===== src/hdl/ufs_ram.sv =====
`timescale 1ns / 1ps
// ----------------------------------------------------------------------------
// ufs_ram: simple dual-port RAM
// One write port, one read port, read data registered.
// ----------------------------------------------------------------------------
module ufs_ram #(
  parameter int WIDTH = 8,
  parameter int DEPTH = 16
) (
  input  logic                     clk,
  input  logic                     we,
  input  logic [$clog2(DEPTH)-1:0] waddr,
  input  logic [WIDTH-1:0]         wdata,
  input  logic [$clog2(DEPTH)-1:0] raddr,
  output logic [WIDTH-1:0]         rdata
);

  logic [WIDTH-1:0] mem [DEPTH];

  always_ff @(posedge clk) begin
    if (we) begin
      mem[waddr] <= wdata;
    end
    rdata <= mem[raddr];
  end

endmodule


===== config.mk =====
export PLATFORM = sky130hd
export DESIGN_NAME = ufs_ram
export DESIGN_NICKNAME = d
export VERILOG_FILES = /design/src/hdl/ufs_ram.sv
export SDC_FILE = /design/constraint.sdc
export NUM_CORES = 1
export LEC_CHECK = 0
export BUFFER_PORTS_ARGS = -buffer_cell sky130_fd_sc_hd__buf_2
export CORE_MARGIN = 2
export CORE_UTILIZATION = 43
export DETAILED_ROUTE_END_ITERATION = 6
export GPL_ROUTABILITY_DRIVEN = 0
export PLACE_DENSITY_LB_ADDON = 0.08
export SYNTH_ARGS = -nofsm -noshare
export SYNTH_HDL_FRONTEND = slang
export SYNTH_SLANG_ARGS = --single-unit

===== constraint.sdc =====
create_clock -name clk -period 2.1 [get_ports clk]
set_clock_uncertainty 0.1 [all_clocks]
set_input_delay 0 -clock clk [delete_from_list [all_inputs] [get_ports clk]]
set_output_delay 0 -clock clk [all_outputs]
set_load 0.05 [all_outputs]

==> results.txt <==
----------------------------------------------------
[Run status]
  Run status ... finished clean

[Timing]
  Crit share post-route ... 0.713
  Time the worst path needs with I/O delays and setup ... 1500 ps
  Hold Violations, Final ... 0
  Max Freq ... 0.668 GHz
  Unrepaired setup endpoints after global routing ... no
  Least setup slack across all paths after layout ... 603 ps
  Actual slew at the worst max-slew pin ... 401 ps
  Total negative slack for setup checks ... 0 ps
  Number of pins exceeding their max-slew limit in the final report ... 0
  Worst slew margin relative to its limit ... 0.732
  Final setup violation count ... 0

[Clock network]
  Clock Sink Count ... 136
  Number of levels the H-tree was split into ... 4
  Clk root buf ... sky130_fd_sc_hd__clkbuf_16
  CTS max path bufs ... 2
  Number of resized instances in the post-cts repair step ... 0
  Clock slew seen by the registers of the worst setup and hold paths ... 50 ps
  Number of buffers created by CTS ... 17
  Worst-Skew Late Latency ... 410 ps
  CTS tree ... yes

[Synth]
  Count of cell types in the netlist ... 19
  Portion of the post-synthesis area used by sequential elements ... 0.778
  Main flop type after synthesis ... sky130_fd_sc_hd__edfxtp_1
  Mean Syn Cell Area ... 22.5 um2
  Gate count after technology mapping ... 229
  Post-synthesis instance area ... 0.00515 mm2
  Most frequent cell after synthesis ... sky130_fd_sc_hd__edfxtp_1
  Total nets after synthesis ... 247
  Async set-reset flop share out of synthesis ... 0
  Biggest area consumer among synthesized cells ... sky130_fd_sc_hd__edfxtp_1
  Top cell type's share of synthesized area ... 0.747
  Count of flip-flops with a built-in enable after synthesis ... 128
  Post-synthesis register bit count ... 136
  Commonest cells in the netlist ... 128 x sky130_fd_sc_hd__edfxtp_1, 18 x sky130_fd_sc_hd__mux4_2, 16 x sky130_fd_sc_hd__a22oi_1
  Cell types occupying the most area after synthesis ... sky130_fd_sc_hd__edfxtp_1 75%, sky130_fd_sc_hd__mux4_2 7.9%, sky130_fd_sc_hd__mux4_1 7.1%, sky130_fd_sc_hd__dfxtp_1 3.1%, sky130_fd_sc_hd__a22oi_1 2.3%
  Synthesis warning total ... 0

[Worst setup path]
  Register-to-register setup slack ... 600 ps
  R2R depth ... 3
  Largest fanout on the critical path ... 1
  Crit Path Category ... reg -> reg
  Kind of end point of the critical path ... register
  WP data arrival ... 1680 ps
  Worst Path Required ... 2280 ps
  Worst setup SP type ... register

[GRT]
  Total routing resource utilization after global routing ... 0.175
  Global-route wire length before repair ... 15600 um
  Number of global-route vias before repair ... 2603
  Initial antenna violation count ... 0
  Final global-route overflow total ... 0
  Maximum number of pins on one net before global-route repair ... 17

[Detailed routing]
  Residual antenna-violating net count after detailed routing ... 0
  Final routed wirelength across all metal layers ... 10100 um
  Detailed Routing Iterations Pass 1 ... 4
  Wire length per cell ... 22.6 um
  Via count of the routed design ... 2457
  Remaining routing DRC violations ... 0
  Via-to-Cell Ratio ... 5.50
  DRT iter0 DRCs ... 191

[Pwr]
  Static leakage ... 2.10 nW
  Highest ir drop seen on vdd ... 0.504 mV
  Power density cells ... 970 mW/mm2

[Floorplanning]
  Die height ... 113 um
  Area of the core ... 0.0116 mm2
  Die outline area ... 0.0129 mm2
  Initial Utilization ... 0.445
  Number of I/O pins ... 26
  Die span in x ... 113 um
  Cell row count ... 39

[Placement]
  Port Buf Inserts ... 25
  Worst setup timing slack at the placement stage ... 395 ps
  Post-DP HPWL ... 6530 um

[Cells and area]
  Area grow syn2layout ... 19.2%
  Ratio of cells with drive above 1 in the final layout ... 0.280
  Diode count ... 0
  Final layout net count ... 311

[Min path]
  Kind of path behind the tightest hold check ... in -> reg
  WHS Path Cells ... 3

[Job]
  Number of max-capacitance violations reported ... 0

----------------------------------------------------
cell families after synthesis:
logic type	count (synthesis)	synth area share
buffers and inverters	10	0.0168
AND/OR/NAND/NOR	35	0.0318
AO/OA/AOI/OAI	16	0.0233
multiplexers	32	0.150
flip-flops	136	0.778
layout make-up:
type / count / area (um2)
clock inverter: 8 / 57.6
clock buffer: 22 / 444
timing repair buffer: 55 / 395
tap: 143 / 179
fill: 909 / 5430
multi-input combinational: 83 / 1060
sequential: 136 / 4000
metal layers:
| layer | GRT usage | part of all wire |
|---|---|---|
| met1 | 0.242 | 0.45 |
| met3 | 0.0723 | 0.075 |
| met4 | 0.0528 | 0.010 |
| met5 | 0 | 0 |
| met2 | 0.257 | 0.47 |
what timing repair did:
item	CTS	global route
buffers inserted	0	0
hold buffers	8	0
endpoints found under the hold margin	128	0
registers in the layout, summed over array words and instances, names as in the netlist:
register and cells:
mem 128, rdata 8
report_power, final:
part | total [W] | switching (W) | internal [W]
Sequential | 0.00306 | 0.0000185 | 0.00304
Clock | 0.00254 | 0.000959 | 0.00158
Combinational | 0.000356 | 0.000221 | 0.000136
worst paths after layout:
check / from / endpoint
worst max-delay path: mem[8][5]$_DFFE_PP_ / rdata[5]$_DFF_P_
worst min-delay path: waddr[2] / mem[7][6]$_DFFE_PP_
worst max register to register: mem[8][5]$_DFFE_PP_ / rdata[5]$_DFF_P_
worst min register to register: mem[14][2]$_DFFE_PP_ / rdata[2]$_DFF_P_
cell usage in the layout (no fill, tap or decap), drive strengths merged:
master	netlist	layout
edfxtp	128	128
buf	7	47
mux4	32	32
clkbuf	0	22
a22oi	16	16
nor2	13	13
nand2	9	9
dlygate4sd3	0	8
dfxtp	8	8
clkinv	0	7
nor3	4	4
nand3b	2	2
nand2b	2	2
nor2b	1	1
and2	1	1
and2b	1	1
nand3	1	1
or3b	1	1
bufinv	0	1
worst max-delay path, stage by stage, from the launching register on:
cell and delay (ps):
sky130_fd_sc_hd__edfxtp_1 380, sky130_fd_sc_hd__mux4_1 510, sky130_fd_sc_hd__a22oi_1 290, sky130_fd_sc_hd__nand2_1 100
metrics by stage:
stage	hold WS, ps	total power, W	utilization	cell area, um2	std cells
after floorplan	-1.13	0.00332	-	5150	229
after global placement	298	0.00346	0.480	5560	409
after detailed placement	292	0.00346	0.480	5560	409
after CTS	9.62	0.00601	0.531	6140	447
after global routing	58.0	0.00616	0.531	6140	447
final	29.9	0.00595	0.531	6140	447
(Power assumes the default switching activity.)
